`config.mk`:
```
export PLATFORM = sky130hd
export DESIGN_NAME = hid_keyboard_report_edge_events_core
export DESIGN_NICKNAME = d
export VERILOG_FILES = /design/src/sv/hkre_pkg.sv /design/src/sv/hkre_fifo.sv /design/src/sv/hkre_front.sv /design/src/sv/hkre_back.sv /design/src/sv/hid_keyboard_report_edge_events_core.sv
export SDC_FILE = /design/constraint.sdc
export NUM_CORES = 1
export LEC_CHECK = 0
export ABC_AREA = 1
export BUFFER_PORTS_ARGS = -buffer_cell sky130_fd_sc_hd__buf_2
export CAP_MARGIN = 0
export CORE_MARGIN = 3
export CORE_UTILIZATION = 50
export CTS_CLUSTER_DIAMETER = 80
export DETAILED_ROUTE_END_ITERATION = 10
export PLACE_DENSITY = 0.67
export SLEW_MARGIN = 10
export SYNTH_ARGS = -nofsm -noshare
export SYNTH_HDL_FRONTEND = slang
export SYNTH_SLANG_ARGS = --single-unit
```
`constraint.sdc`:
```
create_clock -name clk_i -period 32.1 [get_ports clk_i]
set_clock_uncertainty 0.15 [all_clocks]
set_input_delay 8.025 -clock clk_i [delete_from_list [all_inputs] [get_ports clk_i]]
set_output_delay 8.025 -clock clk_i [all_outputs]
set_load 0.03 [all_outputs]
```
`src/sv/hkre_pkg.sv`:
```
// Shared types and constants of the keyboard report edge-event block.
// No dependencies.
package hkre_pkg;

  localparam logic       OP_RESET      = 1'b1;
  localparam logic [7:0] MOD_BASE      = 8'hE0;
  localparam int         MAX_MOD_BYTES = 2;
  localparam int         MAX_KEY_SLOTS = 6;

  // One classified request handed from front to back.
  typedef struct packed {
    logic [1:0]                          slot;
    logic [MAX_MOD_BYTES*8-1:0]          mods;
    logic [MAX_KEY_SLOTS-1:0][7:0]       keys;
    logic [MAX_KEY_SLOTS-1:0]            live;
  } job_t;

  // One key event.
  typedef struct packed {
    logic [1:0]  slot;
    logic [15:0] code;
    logic        pressed;
    logic        last_of_run;
  } evt_t;

endpackage

```
`src/sv/hkre_fifo.sv`:
```
// Small register queue used between front and back and at the result side.
// No package dependencies.
module hkre_fifo #(
  parameter int WIDTH = 8,
  parameter int DEPTH = 2
) (
  input  logic             clk_i,
  input  logic             rst_ni,
  input  logic             push_i,
  input  logic [WIDTH-1:0] data_i,
  output logic             full_o,
  input  logic             pop_i,
  output logic [WIDTH-1:0] data_o,
  output logic             empty_o
);

  localparam int AW  = (DEPTH > 1) ? $clog2(DEPTH) : 1;
  localparam int CNW = $clog2(DEPTH + 1);

  logic [WIDTH-1:0] mem_q [DEPTH];
  logic [AW-1:0]    wr_ptr_q, wr_ptr_d, rd_ptr_q, rd_ptr_d;
  logic [CNW-1:0]   cnt_q, cnt_d;
  logic             do_push, do_pop;

  assign full_o  = (cnt_q == CNW'(DEPTH));
  assign empty_o = (cnt_q == '0);
  assign do_push = push_i && !full_o;
  assign do_pop  = pop_i && !empty_o;
  assign data_o  = mem_q[rd_ptr_q];

  always_comb begin
    wr_ptr_d = wr_ptr_q;
    rd_ptr_d = rd_ptr_q;
    cnt_d    = cnt_q;
    if (do_push) begin
      wr_ptr_d = (wr_ptr_q == AW'(DEPTH - 1)) ? '0 : wr_ptr_q + 1'b1;
    end
    if (do_pop) begin
      rd_ptr_d = (rd_ptr_q == AW'(DEPTH - 1)) ? '0 : rd_ptr_q + 1'b1;
    end
    if (do_push && !do_pop) begin
      cnt_d = cnt_q + 1'b1;
    end else if (do_pop && !do_push) begin
      cnt_d = cnt_q - 1'b1;
    end
  end

  always_ff @(posedge clk_i or negedge rst_ni) begin
    if (!rst_ni) begin
      wr_ptr_q <= '0;
      rd_ptr_q <= '0;
      cnt_q    <= '0;
    end else begin
      wr_ptr_q <= wr_ptr_d;
      rd_ptr_q <= rd_ptr_d;
      cnt_q    <= cnt_d;
    end
  end

  always_ff @(posedge clk_i) begin
    if (do_push) begin
      mem_q[wr_ptr_q] <= data_i;
    end
  end

endmodule

```
`src/sv/hkre_front.sv`:
```
// Front end: accepts requests, drops void ones, trims the report to its length.
// Depends on hkre_pkg.
module hkre_front
  import hkre_pkg::*;
#(
  parameter int SLOTS     = 4,
  parameter int MOD_BYTES = 2,
  parameter int KEY_SLOTS = 6
) (
  input  logic       push_i,
  input  logic       job_full_i,
  input  logic       operation_i,
  input  logic [1:0] slot_i,
  input  logic [3:0] report_length_i,
  input  logic [7:0] mod_byte_0_i,
  input  logic [7:0] mod_byte_1_i,
  input  logic [7:0] key_code_0_i,
  input  logic [7:0] key_code_1_i,
  input  logic [7:0] key_code_2_i,
  input  logic [7:0] key_code_3_i,
  input  logic [7:0] key_code_4_i,
  input  logic [7:0] key_code_5_i,
  output job_t       job_o,
  output logic       job_push_o
);

  logic [3:0]                         n_mod_bytes, key_rem, n_key_slots;
  logic [MAX_MOD_BYTES-1:0][7:0]      mod_in;
  logic [MAX_KEY_SLOTS-1:0][7:0]      key_in;
  logic                               keep, chain;

  assign mod_in = {mod_byte_1_i, mod_byte_0_i};
  assign key_in = {key_code_5_i, key_code_4_i, key_code_3_i,
                   key_code_2_i, key_code_1_i, key_code_0_i};

  always_comb begin
    n_mod_bytes = (report_length_i < 4'(MOD_BYTES)) ? report_length_i : 4'(MOD_BYTES);
    key_rem     = report_length_i - n_mod_bytes;
    n_key_slots = (key_rem > 4'(KEY_SLOTS)) ? 4'(KEY_SLOTS) : key_rem;
    // A slot reset looks like an all-zero report: everything held gets released.
    if (operation_i == OP_RESET) begin
      n_mod_bytes = '0;
      n_key_slots = '0;
    end

    job_o.slot = slot_i;
    for (int m = 0; m < MAX_MOD_BYTES; m++) begin
      job_o.mods[m*8 +: 8] = (4'(m) < n_mod_bytes) ? mod_in[m] : 8'h00;
    end
    chain = 1'b1;
    for (int i = 0; i < MAX_KEY_SLOTS; i++) begin
      job_o.keys[i] = (4'(i) < n_key_slots) ? key_in[i] : 8'h00;
      chain         = chain && (job_o.keys[i] != 8'h00);
      job_o.live[i] = chain;
    end

    keep = (32'(slot_i) < SLOTS) &&
           ((operation_i == OP_RESET) || (report_length_i != 4'd0));
  end

  assign job_push_o = push_i && !job_full_i && keep;

endmodule

```
`src/sv/hkre_back.sv`:
```
// Back end: per-slot history and the event sequencer, one candidate per cycle unless the result queue is full.
// Depends on hkre_pkg.
module hkre_back
  import hkre_pkg::*;
#(
  parameter int SLOTS     = 4,
  parameter int MOD_BYTES = 2,
  parameter int KEY_SLOTS = 6
) (
  input  logic        clk_i,
  input  logic        rst_ni,
  input  job_t        job_i,
  input  logic        job_empty_i,
  output logic        job_pop_o,
  input  logic [15:0] prefix_i,
  output evt_t        evt_o,
  output logic        evt_push_o,
  input  logic        evt_full_i
);

  localparam int MODBITS = MOD_BYTES * 8;
  localparam int NSTEP   = MODBITS + 2 * KEY_SLOTS;
  localparam int CW      = $clog2(NSTEP);
  localparam int MBW     = $clog2(MODBITS);
  localparam int KW      = (KEY_SLOTS > 1) ? $clog2(KEY_SLOTS) : 1;
  localparam int SW      = (SLOTS > 1) ? $clog2(SLOTS) : 1;

  localparam logic [1:0] ST_IDLE  = 2'd0;
  localparam logic [1:0] ST_RUN   = 2'd1;
  localparam logic [1:0] ST_FLUSH = 2'd2;

  // Per-slot history.
  logic [MODBITS-1:0] mods_mem_q [SLOTS];
  logic [7:0]         keys_mem_q [SLOTS][KEY_SLOTS];

  // Working copy of the request being sequenced.
  logic [1:0]          state_q, state_d;
  logic [CW-1:0]       cnt_q, cnt_d;
  logic [1:0]          slot_q;
  logic [MODBITS-1:0]  cur_mods_q, prev_mods_q;
  logic [7:0]          cur_keys_q [KEY_SLOTS];
  logic [7:0]          prev_keys_q [KEY_SLOTS];
  logic [KEY_SLOTS-1:0] cur_live_q, prev_live_q, row_live;
  evt_t                pend_q, cand;
  logic                pend_valid_q, pend_valid_d, pend_load, pend_clr;

  logic [SW-1:0]  sidx;
  logic [CW-1:0]  pidx_full, ridx_full;
  logic [KW-1:0]  kidx_p, kidx_r;
  logic [MBW-1:0] mbit;
  logic           in_mod, in_press, prev_has, cur_has, hit, chain;
  logic [7:0]     code8;

  assign sidx = SW'(job_i.slot);

  // Live flags of the stored list: valid up to its first zero.
  always_comb begin
    chain = 1'b1;
    for (int j = 0; j < KEY_SLOTS; j++) begin
      chain       = chain && (keys_mem_q[sidx][j] != 8'h00);
      row_live[j] = chain;
    end
  end

  // Decode the current step: modifier bit, press candidate or release candidate.
  always_comb begin
    pidx_full = cnt_q - CW'(MODBITS);
    ridx_full = cnt_q - CW'(MODBITS + KEY_SLOTS);
    kidx_p    = pidx_full[KW-1:0];
    kidx_r    = ridx_full[KW-1:0];
    mbit      = cnt_q[MBW-1:0];
    in_mod    = cnt_q < CW'(MODBITS);
    in_press  = !in_mod && (cnt_q < CW'(MODBITS + KEY_SLOTS));
    prev_has  = 1'b0;
    cur_has   = 1'b0;
    for (int j = 0; j < KEY_SLOTS; j++) begin
      if (prev_live_q[j] && (prev_keys_q[j] == cur_keys_q[kidx_p])) begin
        prev_has = 1'b1;
      end
      if (cur_live_q[j] && (cur_keys_q[j] == prev_keys_q[kidx_r])) begin
        cur_has = 1'b1;
      end
    end
    if (in_mod) begin
      hit   = cur_mods_q[mbit] ^ prev_mods_q[mbit];
      code8 = MOD_BASE + 8'(cnt_q);
    end else if (in_press) begin
      hit   = cur_live_q[kidx_p] && !prev_has;
      code8 = cur_keys_q[kidx_p];
    end else begin
      hit   = prev_live_q[kidx_r] && !cur_has;
      code8 = prev_keys_q[kidx_r];
    end
    cand.slot        = slot_q;
    cand.code        = prefix_i | {8'h00, code8};
    cand.pressed     = in_mod ? cur_mods_q[mbit] : in_press;
    cand.last_of_run = 1'b0;
  end

  // Sequencer. One event waits in the pending register until the next one
  // shows up, so the final event of a request can be flagged.
  always_comb begin
    state_d    = state_q;
    cnt_d      = cnt_q;
    job_pop_o  = 1'b0;
    evt_push_o = 1'b0;
    pend_load  = 1'b0;
    pend_clr   = 1'b0;
    evt_o      = pend_q;
    unique case (state_q)
      ST_IDLE: begin
        if (!job_empty_i) begin
          job_pop_o = 1'b1;
          cnt_d     = '0;
          state_d   = ST_RUN;
        end
      end
      ST_RUN: begin
        if (!(hit && pend_valid_q && evt_full_i)) begin
          if (hit) begin
            evt_push_o = pend_valid_q;
            pend_load  = 1'b1;
          end
          if (cnt_q == CW'(NSTEP - 1)) begin
            state_d = ST_FLUSH;
          end else begin
            cnt_d = cnt_q + 1'b1;
          end
        end
      end
      ST_FLUSH: begin
        evt_o.last_of_run = 1'b1;
        if (!pend_valid_q) begin
          state_d = ST_IDLE;
        end else if (!evt_full_i) begin
          evt_push_o = 1'b1;
          pend_clr   = 1'b1;
          state_d    = ST_IDLE;
        end
      end
      default: begin
        state_d = ST_IDLE;
      end
    endcase
    pend_valid_d = pend_load ? 1'b1 : (pend_clr ? 1'b0 : pend_valid_q);
  end

  always_ff @(posedge clk_i or negedge rst_ni) begin
    if (!rst_ni) begin
      state_q      <= ST_IDLE;
      cnt_q        <= '0;
      pend_valid_q <= 1'b0;
      for (int s = 0; s < SLOTS; s++) begin
        mods_mem_q[s] <= '0;
        for (int j = 0; j < KEY_SLOTS; j++) begin
          keys_mem_q[s][j] <= 8'h00;
        end
      end
    end else begin
      state_q      <= state_d;
      cnt_q        <= cnt_d;
      pend_valid_q <= pend_valid_d;
      // The working copy keeps the old history, so store the new one at once.
      if (job_pop_o) begin
        mods_mem_q[sidx] <= job_i.mods[MODBITS-1:0];
        for (int j = 0; j < KEY_SLOTS; j++) begin
          keys_mem_q[sidx][j] <= job_i.keys[j];
        end
      end
    end
  end

  always_ff @(posedge clk_i) begin
    if (job_pop_o) begin
      slot_q      <= job_i.slot;
      cur_mods_q  <= job_i.mods[MODBITS-1:0];
      prev_mods_q <= mods_mem_q[sidx];
      cur_live_q  <= job_i.live[KEY_SLOTS-1:0];
      prev_live_q <= row_live;
      for (int j = 0; j < KEY_SLOTS; j++) begin
        cur_keys_q[j]  <= job_i.keys[j];
        prev_keys_q[j] <= keys_mem_q[sidx][j];
      end
    end
    if (pend_load) begin
      pend_q <= cand;
    end
  end

endmodule

```
`src/sv/hid_keyboard_report_edge_events_core.sv`:
```
// The back end examines one candidate event per cycle: each modifier bit, then each key
// slot as a press and as a release; a stalled result side adds wait.
// The front takes new requests while the back works, up to the job queue depth.
// Reset (async, active low) clears all slot history, the prefix and both queues at
// once; no clearing pass follows.
module hid_keyboard_report_edge_events_core
  import hkre_pkg::*;
#(
  parameter int SLOTS     = 4,
  parameter int MOD_BYTES = 2,
  parameter int KEY_SLOTS = 6
) (
  input  logic        clk_i,
  input  logic        rst_ni,
  // Request side.
  input  logic        push,
  output logic        full,
  input  logic        operation_i,
  input  logic [1:0]  slot_i,
  input  logic [3:0]  report_length_i,
  input  logic [7:0]  mod_byte_0_i,
  input  logic [7:0]  mod_byte_1_i,
  input  logic [7:0]  key_code_0_i,
  input  logic [7:0]  key_code_1_i,
  input  logic [7:0]  key_code_2_i,
  input  logic [7:0]  key_code_3_i,
  input  logic [7:0]  key_code_4_i,
  input  logic [7:0]  key_code_5_i,
  // Configuration.
  input  logic        keyboard_code_prefix_we_i,
  input  logic [15:0] keyboard_code_prefix_i,
  // Event side.
  output logic        empty,
  input  logic        pop,
  output logic [1:0]  event_slot_o,
  output logic [15:0] event_code_o,
  output logic        pressed_o,
  output logic        last_of_run_o
);

  localparam int JOB_DEPTH = 2;
  localparam int EVT_DEPTH = 2;

  logic [15:0] prefix_q;
  job_t        job_in, job_out;
  logic        job_push, job_pop, job_full, job_empty;
  evt_t        evt_in, evt_out;
  logic        evt_push, evt_full;

  // Prefix register: the user must write it only while the block is idle; the block does not enforce this.
  always_ff @(posedge clk_i or negedge rst_ni) begin
    if (!rst_ni) begin
      prefix_q <= 16'h0000;
    end else if (keyboard_code_prefix_we_i) begin
      prefix_q <= keyboard_code_prefix_i;
    end
  end

  // Classify each request: drop void ones, trim the report to its length.
  hkre_front #(
    .SLOTS     (SLOTS),
    .MOD_BYTES (MOD_BYTES),
    .KEY_SLOTS (KEY_SLOTS)
  ) u_front (
    .push_i          (push),
    .job_full_i      (job_full),
    .operation_i     (operation_i),
    .slot_i          (slot_i),
    .report_length_i (report_length_i),
    .mod_byte_0_i    (mod_byte_0_i),
    .mod_byte_1_i    (mod_byte_1_i),
    .key_code_0_i    (key_code_0_i),
    .key_code_1_i    (key_code_1_i),
    .key_code_2_i    (key_code_2_i),
    .key_code_3_i    (key_code_3_i),
    .key_code_4_i    (key_code_4_i),
    .key_code_5_i    (key_code_5_i),
    .job_o           (job_in),
    .job_push_o      (job_push)
  );

  // Hold classified requests so the front keeps accepting while the back runs.
  hkre_fifo #(
    .WIDTH ($bits(job_t)),
    .DEPTH (JOB_DEPTH)
  ) u_job_q (
    .clk_i   (clk_i),
    .rst_ni  (rst_ni),
    .push_i  (job_push),
    .data_i  (job_in),
    .full_o  (job_full),
    .pop_i   (job_pop),
    .data_o  (job_out),
    .empty_o (job_empty)
  );

  // A request is taken whenever the job queue has room, void ones included.
  assign full = job_full;

  // Walk modifier bits, presses, then releases; keep slot history.
  hkre_back #(
    .SLOTS     (SLOTS),
    .MOD_BYTES (MOD_BYTES),
    .KEY_SLOTS (KEY_SLOTS)
  ) u_back (
    .clk_i       (clk_i),
    .rst_ni      (rst_ni),
    .job_i       (job_out),
    .job_empty_i (job_empty),
    .job_pop_o   (job_pop),
    .prefix_i    (prefix_q),
    .evt_o       (evt_in),
    .evt_push_o  (evt_push),
    .evt_full_i  (evt_full)
  );

  // Result queue: the oldest event sits on the ports while empty is low.
  hkre_fifo #(
    .WIDTH ($bits(evt_t)),
    .DEPTH (EVT_DEPTH)
  ) u_evt_q (
    .clk_i   (clk_i),
    .rst_ni  (rst_ni),
    .push_i  (evt_push),
    .data_i  (evt_in),
    .full_o  (evt_full),
    .pop_i   (pop),
    .data_o  (evt_out),
    .empty_o (empty)
  );

  assign event_slot_o  = evt_out.slot;
  assign event_code_o  = evt_out.code;
  assign pressed_o     = evt_out.pressed;
  assign last_of_run_o = evt_out.last_of_run;

endmodule

```
==> run_results.csv, run 1 <==
group,metric,value,unit
route,drt_pre_antenna_iters,6,
synth,synth_top_area_frac,0.366,
synth,syn_area_per_cell,10.2,um^2
synth,postSynthNetCount,2871,
setup_path,cp_max_fo,8,
grt,antenna_found_initial,0,
sta,fmax,0.0942,GHz
clocking,clock-sinks,633,
grt,grt_pass1_vias,19200,
grt,met2_usage,0.367,
setup_path,critPathTopFamily,"simple AND/OR/NAND/NOR gates",
sta,fin_ws,21480,ps
route,drt-initial-drc-count,1926,
sta,drv_slew,0,
final_layout,final_cell_mix,"nand2_1, edfxtp_1, inv_1",
synth,yosys.area.top_type,"edfxtp_1",
pwr,p_sw,1.42,mW
route,wl_per_cell,19.7,um
pwr,power.leakage,13.8,nW
synth,yosysSeqAreaShare,0.621,
clocking,cts_hold_buf,0,
clocking,htree_levels,3,
final_layout,layout_commonest_cell,"nand2_1",
route,drc_errors,0,
final_layout,nNetsFinal,2956,
pwr,vdd_drop_max,0.0671,mV
sta,worst_pin_slew,1040,ps
placement,gp_congestion,0.945,
grt,grtUsageMet1,0.362,
pwr,pwr-share-seq,0.403,
setup_path,start_kind,"input port",
setup_path,crit_slowest_cell,"o211ai_1",
setup_path,critPathKind,"input port to register",
grt,gr-total-overflow,0,
clocking,cts.path.max_buffers,3,
route,drt-total-wl,72.3,mm
pwr,p_clk_frac,0.221,
setup_path,crit_chain,"buf_2 > nor2_1 > or2_2 > ha_1 > xor2_1 > nand2_1 > inv_1 > o211ai_1 > or2_2 > nand2_1 > inv_1 > nor2_1 > nor2_1 > nand3_1 > and2_1 > nand2_1 > inv_1 > nand2_1 > a21oi_1",
grt,grt_first_pass_wirelength,112,mm
final_layout,synthToLayoutAreaGrowth,12.2,%
sta,finalCritPeriodShare,0.331,
die,dieHeight,244,um
synth,synthCells,2771,
clocking,cts-root-buf,"clkbuf_16",
synth,synth_area_leaders,"edfxtp_1, dfrtp_1, nand2_1",
clocking,clk_latency,600,ps
sta,rsz0062_at_grt,"no",
route,final_antenna_net_count,0,
clocking,cts_tree,"yes",
placement,hpwl,48.8,mm
pwr,power_density,113,nW/um^2
grt,use_met3,0.0427,
grt,grt_busiest_layer,"met2",
synth,synthDistinctLibCells,55,
sta,relSlewSlack,0.306,
setup_path,worstPathArrival,10800,ps
die,die_x,244,um
die,core_area,55500,um^2
grt,grt_max_degree,176,
sta,setup_viol,0,
route,viasPerCell,5.47,
die,die_area,59500,um^2
worst_hold_path,min_path_type,"register to register",
synth,ys_ff_latch,633,
final_layout,nFillCells,4753,
sta,tns,0,ps
synth,ys.warnings.count,0,
setup_path,path_common_cell,"nand2_1",
setup_path,endpoint_kind,"register",
die,start_util,0.509,
setup_path,slowest_delay,360,ps
clocking,cts_setup_buffers,0,
placement,place_worst_setup_slack,20790,ps
synth,syn_area,28300,um^2
pwr,internal_power,2.15,mW
placement,port_buffers,113,
clocking,numCtsBuffers,67,
setup_path,critPathBufInv,4,
clocking,clk_pin_slew,60,ps
grt,grt_usage,0.243,
pwr,p_sw_frac,0.399,
outcome,status,"finished, final reports clean",
clocking,post_cts_resized,0,
route,num_vias,20000,
pwr,pwr-share-comb,0.376,
setup_path,required,32280,ps
sta,hold_viol,0,
die,io_pins,114,
final_layout,drive_gt1_frac,0.143,
sta,fin_crit,10620,ps
run,max_cap_violations,0,
die,rows,86,
[path summary, 6_finish.rpt]
path / start / end / slack (ps) / depth (start not counted)
max: report_length_i[2] / u_job_q.mem_q[1][5] / 21480 / 19
min in group asynchronous: rst_ni / u_evt_q.rd_ptr_q / 7340 / 1
max in group asynchronous: rst_ni / u_back.keys_mem_q[179] / 22920 / 2
min reg2reg: u_back.slot_q[1] / u_back.evt_o[19] / 270 / 0
min: u_back.slot_q[1] / u_back.evt_o[19] / 270 / 0
max reg2reg: u_job_q.rd_ptr_q / u_back.keys_mem_q[168] / 26280 / 11
[area by class of cell]
cell class | instances | area [um^2] | share of cell area
Tap cell | 748 | 936 | 0.0295
Multi-Input combinational cell | 1677 | 8900 | 0.281
Clock inverter | 39 | 399 | 0.0126
Antenna cell | 1 | 2.50 | 0.0000789
Sequential cell | 633 | 17600 | 0.554
Timing Repair Buffer | 135 | 753 | 0.0237
Clock buffer | 85 | 1880 | 0.0592
Inverter | 342 | 1290 | 0.0405
[registers in the layout (all words and copies together) (netlist names), 19 cells and up]
signal,flops
u_back.mods_mem_q,64
u_back.cur_keys_q,48
u_back.evt_o,19
u_job_q.mem_q,144
u_evt_q.mem_q,40
u_back.keys_mem_q,192
u_back.prev_keys_q,48
[metrics by stage]
| stage | area [um^2] | hold WS (ps) | util | instances | power, mW |
|---|---|---|---|---|---|
| after floorplan | 28300 | 250 | - | 2771 | 2.35 |
| after global placement | 29400 | 255 | 0.530 | 3535 | 2.74 |
| after detailed placement | 29400 | 255 | 0.530 | 3535 | 2.78 |
| after CTS | 31700 | 268 | 0.571 | 3659 | 3.58 |
| after global routing | 31700 | 292 | 0.571 | 3659 | 3.79 |
| final | 31700 | 267 | 0.571 | 3660 | 3.57 |
[routing by layer]
layer  share of wire  routed length, um  up-vias
met5               0                  0        -
met4           0.022               1560        0
met3           0.078               5600      115
met2            0.45              32400      741
met1            0.45              32700     9742
li1                -                  -     9425
[Yosys cell counts (all sizes together)]
library cell and n:
a211oi 2, a21boi 2, a21oi 24, a221oi 2, a22oi 53, a31oi 2
and2 3, and3 1, buf 72, clkbuf 47, clkinv 3, conb 1
dfrtp 288, edfxtp 345, ha 8, inv 339, mux2 128, nand2 763
nand3 110, nand3b 5, nand4 9, nor2 188, nor3 6, nor4 15
o2111ai 2, o211ai 17, o21a 8, o21ai 208, o21bai 2, o221ai 61
o22ai 17, o41ai 2, or2 5, xnor2 11, xor2 22
[cell families after synthesis]
kind of cell,Yosys count,share of synthesized area
compound gates,402,0.0900
fa+ha+maj,8,0.00354
mux,128,0.0510
buf+inv,461,0.0667
xor+xnor,33,0.0102
simple gates,1105,0.157
other cells,1,0.000133
flops,633,0.621
[power by group through the flow]
stage	Combinational [mW]	Clock [mW]	Sequential, mW
after floorplan	0.941	0	1.41
after global placement	1.30	0	1.44
after detailed placement	1.33	0	1.45
after CTS	1.33	0.804	1.44
after global routing	1.48	0.837	1.47
final	1.34	0.788	1.44
No activity file was read; power rests on OpenSTA's default activity.
==> inputs of run 2 (changes only) <==
--- a/config.mk
+++ b/config.mk
@@ -12,7 +12,7 @@
 export CORE_UTILIZATION = 50
 export CTS_CLUSTER_DIAMETER = 80
 export DETAILED_ROUTE_END_ITERATION = 10
-export PLACE_DENSITY = 0.67
+export PLACE_DENSITY = 0.69
 export SLEW_MARGIN = 10
 export SYNTH_ARGS = -nofsm -noshare
 export SYNTH_HDL_FRONTEND = slang
==> constraint.sdc (replaced) <==
create_clock -name clk_i -period 8.92 [get_ports clk_i]
set_clock_uncertainty 0.15 [all_clocks]
set_input_delay 2.23 -clock clk_i [delete_from_list [all_inputs] [get_ports clk_i]]
set_output_delay 2.23 -clock clk_i [all_outputs]
set_load 0.03 [all_outputs]
==> run 2 against run 1 <==
Combinational power rose to 3.6 times the previous value. Cell count decreased by 0.14%. Sequential power grew to 3.6 times the previous value. Worst hold slack improved by 17 ps.
==> run_results.csv, run 2 (same netlist as run 1, synthesis figures left out) <==
group,metric,value,unit
worst_hold_path,min_path_type,"register to register",
setup_path,worstReg2RegEnd,"u_evt_q.mem_q[0][15]",
route,final_antenna_net_count,0,
setup_path,worstPathArrival,5330,ps
clocking,cts_hold_buf,0,
setup_path,reg2reg_depth,19,
pwr,power_density,405,nW/um^2
grt,grt_max_degree,162,
die,core_area,55500,um^2
clocking,cts-root-buf,"clkbuf_16",
pwr,p_sw_frac,0.403,
clocking,clk_latency,610,ps
grt,grt_first_pass_wirelength,114,mm
final_layout,largest-register,"u_back.keys_mem_q",
pwr,p_sw,5.15,mW
die,die_x,244,um
setup_path,critPathKind,"register to register",
grt,grt_pass1_vias,19300,
final_layout,largest_registers,"u_back.keys_mem_q (192), u_job_q.mem_q (144), u_back.mods_mem_q (64)",
final_layout,largest_reg_flops,192,
sta,setup_viol,0,
die,io_pins,114,
final_layout,num_antenna_cells,0,
grt,use_met3,0.0545,
placement,place_worst_setup_slack,3500,ps
sta,worst_pin_slew,994,ps
grt,grt_busiest_layer,"met2",
die,die_area,59500,um^2
clocking,cts_setup_buffers,0,
route,drt-total-wl,73.8,mm
clocking,clock-sinks,633,
setup_path,ff2ff_setup_slack,3670,ps
clocking,post_cts_resized,0,
die,start_util,0.509,
setup_path,required,9000,ps
placement,gp_congestion,0.967,
pwr,pwr-share-comb,0.379,
route,num_vias,20100,
clocking,cts_tree,"yes",
sta,fin_ws,3670,ps
placement,hpwl,49.2,mm
final_layout,nNetsFinal,2953,
grt,grt_usage,0.249,
grt,antenna_found_initial,1,
die,rows,86,
setup_path,start_kind,"register",
pwr,internal_power,7.64,mW
sta,fmax,0.190,GHz
clocking,cts.path.max_buffers,3,
grt,met2_usage,0.373,
route,drt_pre_antenna_iters,6,
final_layout,synthToLayoutAreaGrowth,11.7,%
pwr,pwr-share-seq,0.408,
sta,finalCritPeriodShare,0.589,
grt,gr-total-overflow,0,
setup_path,timing.rr.start,"u_back.cnt_q[2]",
final_layout,layout_commonest_cell,"nand2_1",
final_layout,drive_gt1_frac,0.139,
die,dieHeight,244,um
run,max_cap_violations,0,
worst_hold_path,whs_endpoint,"u_evt_q.mem_q[1][9]",
pwr,power.leakage,13.8,nW
pwr,p_clk_frac,0.213,
clocking,clk_pin_slew,60,ps
worst_hold_path,hold_path_depth,0,
worst_hold_path,hold_path.startpoint,"u_back.evt_o[9]",
grt,grtUsageMet1,0.367,
pwr,vdd_drop_max,0.179,mV
route,drt-initial-drc-count,2010,
sta,relSlewSlack,0.336,
route,drc_errors,0,
route,viasPerCell,5.50,
sta,tns,0,ps
setup_path,cp_max_fo,20,
outcome,status,"finished, final reports clean",
sta,rsz0062_at_grt,"no",
placement,port_buffers,113,
clocking,htree_levels,3,
route,wl_per_cell,20.2,um
setup_path,endpoint_kind,"register",
final_layout,final_cell_mix,"nand2_1, edfxtp_1, inv_1",
sta,hold_viol,0,
sta,fin_crit,5250,ps
clocking,numCtsBuffers,66,
sta,drv_slew,0,
[run 2: layout make-up]
class | count | area, um^2
fill | 4728 | 23900
tap | 748 | 936
multi-input combinational | 1677 | 8900
clock inverter | 30 | 263
timing repair buffer | 133 | 751
clock buffer | 92 | 1890
inverter | 342 | 1290
sequential | 633 | 17600
[run 2: metal layers]
layer | up-vias | part of all wire
met1 | 9724 | 0.44
li1 | 9410 | -
met3 | 106 | 0.090
met5 | - | 0
met4 | 0 | 0.023
met2 | 855 | 0.44
[run 2: how the worst max path moves through the flow]
stage,from,endpoint,slack [ps]
2_1_floorplan,u_back.state_q[0],u_back.keys_mem_q[151],2210
3_3_place_gp,report_length_i[2],u_job_q.mem_q[0][5],3590
3_5_place_dp,report_length_i[2],u_job_q.mem_q[1][5],3500
4_1_cts,u_back.cnt_q[2],u_evt_q.mem_q[0][15],3740
5_1_grt,u_back.cnt_q[2],u_evt_q.mem_q[0][15],3330
6_report,u_back.cnt_q[2],u_evt_q.mem_q[0][15],3670
[run 2: through the flow]
| step | std cells | util | hold WS [ps] | cell area [um^2] | power (mW) |
|---|---|---|---|---|---|
| floorplan | 2771 | - | 250 | 28300 | 8.40 |
| global placement | 3533 | 0.530 | 266 | 29400 | 9.89 |
| detailed placement | 3533 | 0.530 | 278 | 29400 | 10.0 |
| CTS | 3655 | 0.569 | 285 | 31600 | 12.8 |
| global route | 3655 | 0.569 | 297 | 31600 | 13.6 |
| finish | 3655 | 0.569 | 285 | 31600 | 12.8 |
[run 2: critical path: stages (launching register included)]
cell	delay, ps
dfrtp_1	720
ha_1	830
clkinv_1	720
a21oi_1	330
o21ai_1	180
nand2_2	290
nand2_1	80
nand2_1	70
nor2_1	40
nand2_1	70
nor2_1	50
nand2_1	60
nand2_1	50
nor2_1	90
nand2_1	110
nand3_2	160
nand4_1	110
nand2_1	100
nand3_1	80
inv_1	560
[run 2: power groups by stage]
| stage | registers, mW | clock network [mW] | logic [mW] |
|---|---|---|---|
| CTS | 5.20 | 2.78 | 4.81 |
| floorplan | 5.01 | 0 | 3.39 |
| finish | 5.22 | 2.73 | 4.84 |
| detailed placement | 5.25 | 0 | 4.78 |
| global route | 5.31 | 2.90 | 5.35 |
| global placement | 5.21 | 0 | 4.68 |
==> inputs of run 3 (changes only) <==
--- a/config.mk
+++ b/config.mk
@@ -12,7 +12,7 @@
 export CORE_UTILIZATION = 50
 export CTS_CLUSTER_DIAMETER = 80
 export DETAILED_ROUTE_END_ITERATION = 10
-export PLACE_DENSITY = 0.69
+export PLACE_DENSITY = 0.67
 export SLEW_MARGIN = 10
 export SYNTH_ARGS = -nofsm -noshare
 export SYNTH_HDL_FRONTEND = slang
==> constraint.sdc (replaced) <==
create_clock -name clk_i -period 5.2 [get_ports clk_i]
set_clock_uncertainty 0.15 [all_clocks]
set_input_delay 1.3 -clock clk_i [delete_from_list [all_inputs] [get_ports clk_i]]
set_output_delay 1.3 -clock clk_i [all_outputs]
set_load 0.03 [all_outputs]
==> run 3 against run 2 <==
Combinational power is 72% higher. First-iteration DRC count fell by 4.5%. Utilization increased by 0.46 points. Register-to-register slack worse by 2800 ps. Die area stayed put. Sequential share of layout area decreased by 0.45 points. Power rose by 73%. Maximum frequency grew 22%. Count of clock-buffer cells in the layout increased by 5. Cell count is 0.55% higher. Via count about the same. Largest power group unchanged. Highest routed layer unchanged.
==> run_results.csv, run 3 (same netlist as run 1, synthesis figures left out) <==
group,metric,value,unit
outcome,status,"finished, final reports clean",
sta,finalCritPeriodShare,0.825,
route,wl_per_cell,20.1,um
placement,gp_congestion,0.939,
final_layout,nFillCells,4681,
sta,drv_slew,0,
grt,grt_usage,0.251,
final_layout,multi_input_area,8900,um^2
grt,grt_max_degree,108,
final_layout,largest-register,"u_back.keys_mem_q",
pwr,pwr-share-comb,0.378,
run,max_cap_violations,0,
final_layout,nNetsFinal,2972,
sta,hold_viol,0,
route,drc_errors,0,
clocking,post_cts_resized,0,
route,drt-total-wl,74.0,mm
die,io_pins,114,
setup_path,start_kind,"register",
clocking,cts_hold_buf,0,
sta,fin_crit,4290,ps
clocking,clk_pin_slew,60,ps
sta,relSlewSlack,0.329,
grt,grt_pass1_vias,19600,
route,num_vias,20100,
clocking,numCtsBuffers,69,
setup_path,worstPathArrival,4620,ps
final_layout,final_cell_mix,"nand2_1, edfxtp_1, inv_1",
die,die_x,244,um
final_layout,largest_reg_flops,192,
clocking,clk_latency,610,ps
final_layout,num_antenna_cells,0,
pwr,internal_power,13.3,mW
sta,worst_pin_slew,1010,ps
pwr,p_clk_frac,0.216,
clocking,cts.path.max_buffers,3,
setup_path,cp_max_fo,28,
die,die_area,59500,um^2
grt,antenna_found_initial,1,
die,start_util,0.509,
route,viasPerCell,5.47,
final_layout,final-seq-area,17600,um^2
pwr,power.leakage,13.9,nW
pwr,power_density,693,nW/um^2
setup_path,endpoint_kind,"register",
pwr,vdd_drop_max,0.408,mV
placement,hpwl,50.8,mm
setup_path,crit_slowest_cell,"inv_2",
setup_path,critPathTopFamily,"simple AND/OR/NAND/NOR gates",
setup_path,slowest_delay,620,ps
setup_path,required,5530,ps
final_layout,drive_gt1_frac,0.145,
route,drt_pre_antenna_iters,5,
die,dieHeight,244,um
clocking,cts-root-buf,"clkbuf_16",
sta,hold-worst-slack,294,ps
setup_path,path_common_cell,"nand2_1",
setup_path,critPathBufInv,2,
final_layout,layout_commonest_cell,"nand2_1",
die,core_area,55500,um^2
pwr,p_sw,8.82,mW
clocking,clock-sinks,633,
placement,port_buffers,113,
grt,gr-total-overflow,0,
sta,rsz0062_at_grt,"no",
final_layout,synthToLayoutAreaGrowth,12.6,%
worst_hold_path,min_path_type,"register to register",
sta,tns,0,ps
pwr,p_sw_frac,0.399,
final_layout,largest_registers,"u_back.keys_mem_q (192), u_job_q.mem_q (144), u_back.mods_mem_q (64)",
die,rows,86,
sta,setup_viol,0,
pwr,pwr-share-seq,0.406,
clocking,cts_setup_buffers,0,
setup_path,crit_chain,"inv_2 > nand3_1 > nand3_1 > nand2_2 > nand2_1 > nand2_1 > nor2_1 > nand2_1 > nor2_1 > nand2_1 > nand2_1 > nor2_1 > nand2_1 > nand3_2 > nand4_1 > nand2_1 > nand2_1 > inv_1 > ha_1 > a21oi_1 > o21ai_0 > xor2_1",
route,drt-initial-drc-count,1920,
clocking,cts_tree,"yes",
route,final_antenna_net_count,0,
grt,grt_first_pass_wirelength,115,mm
clocking,htree_levels,3,
sta,fmax,0.233,GHz
setup_path,critPathKind,"register to register",
run 3: metrics by stage:
step / utilization / worst slack [ps] / power [mW] / instance area [um^2] / instances
finish: 0.574 / 910 / 22.1 / 31900 / 3675
global route: 0.574 / 580 / 23.4 / 31900 / 3675
CTS: 0.574 / 930 / 22.1 / 31900 / 3675
detailed placement: 0.533 / 624 / 17.3 / 29600 / 3549
global placement: 0.533 / 725 / 17.0 / 29600 / 3549
floorplan: - / 269 / 14.4 / 28300 / 2771
run 3: final timing paths:
path,from,to,slack (ps),cells past startpoint
worst max-delay path,u_back.cnt_q[1],u_evt_q.cnt_q[1],910,22
worst min-delay path,u_back.evt_o[17],u_evt_q.mem_q[1][17],290,0
worst max register to register,u_back.cnt_q[1],u_evt_q.cnt_q[1],910,22
worst min register to register,u_back.evt_o[17],u_evt_q.mem_q[1][17],290,0
max in group asynchronous,rst_ni,u_back.keys_mem_q[93],3190,2
min in group asynchronous,rst_ni,u_back.mods_mem_q[31],590,1
run 3: cell type report:
type / instances / share of cell area
clock buffers: 97 / 0.0626
clock inverters: 29 / 0.00793
inverters: 342 / 0.0404
multi-input cells: 1677 / 0.279
flip-flops and latches: 633 / 0.551
well taps: 748 / 0.0294
repair buffers: 149 / 0.0289
run 3: power by group through the flow:
stage	clock network [mW]	logic [mW]	registers (mW)
floorplan	0	5.82	8.53
global placement	0	8.08	8.96
detailed placement	0	8.26	9.03
CTS	4.87	8.31	8.94
global route	5.08	9.23	9.14
finish	4.78	8.34	8.97
run 3: layer usage:
metal / up-vias / track usage / part of all wire
met3: 119 / 0.0490 / 0.082
li1: 9455 / - / -
met1: 9746 / 0.373 / 0.45
met2: 788 / 0.377 / 0.45
met4: 0 / 0.0760 / 0.024
met5: - / 0 / 0
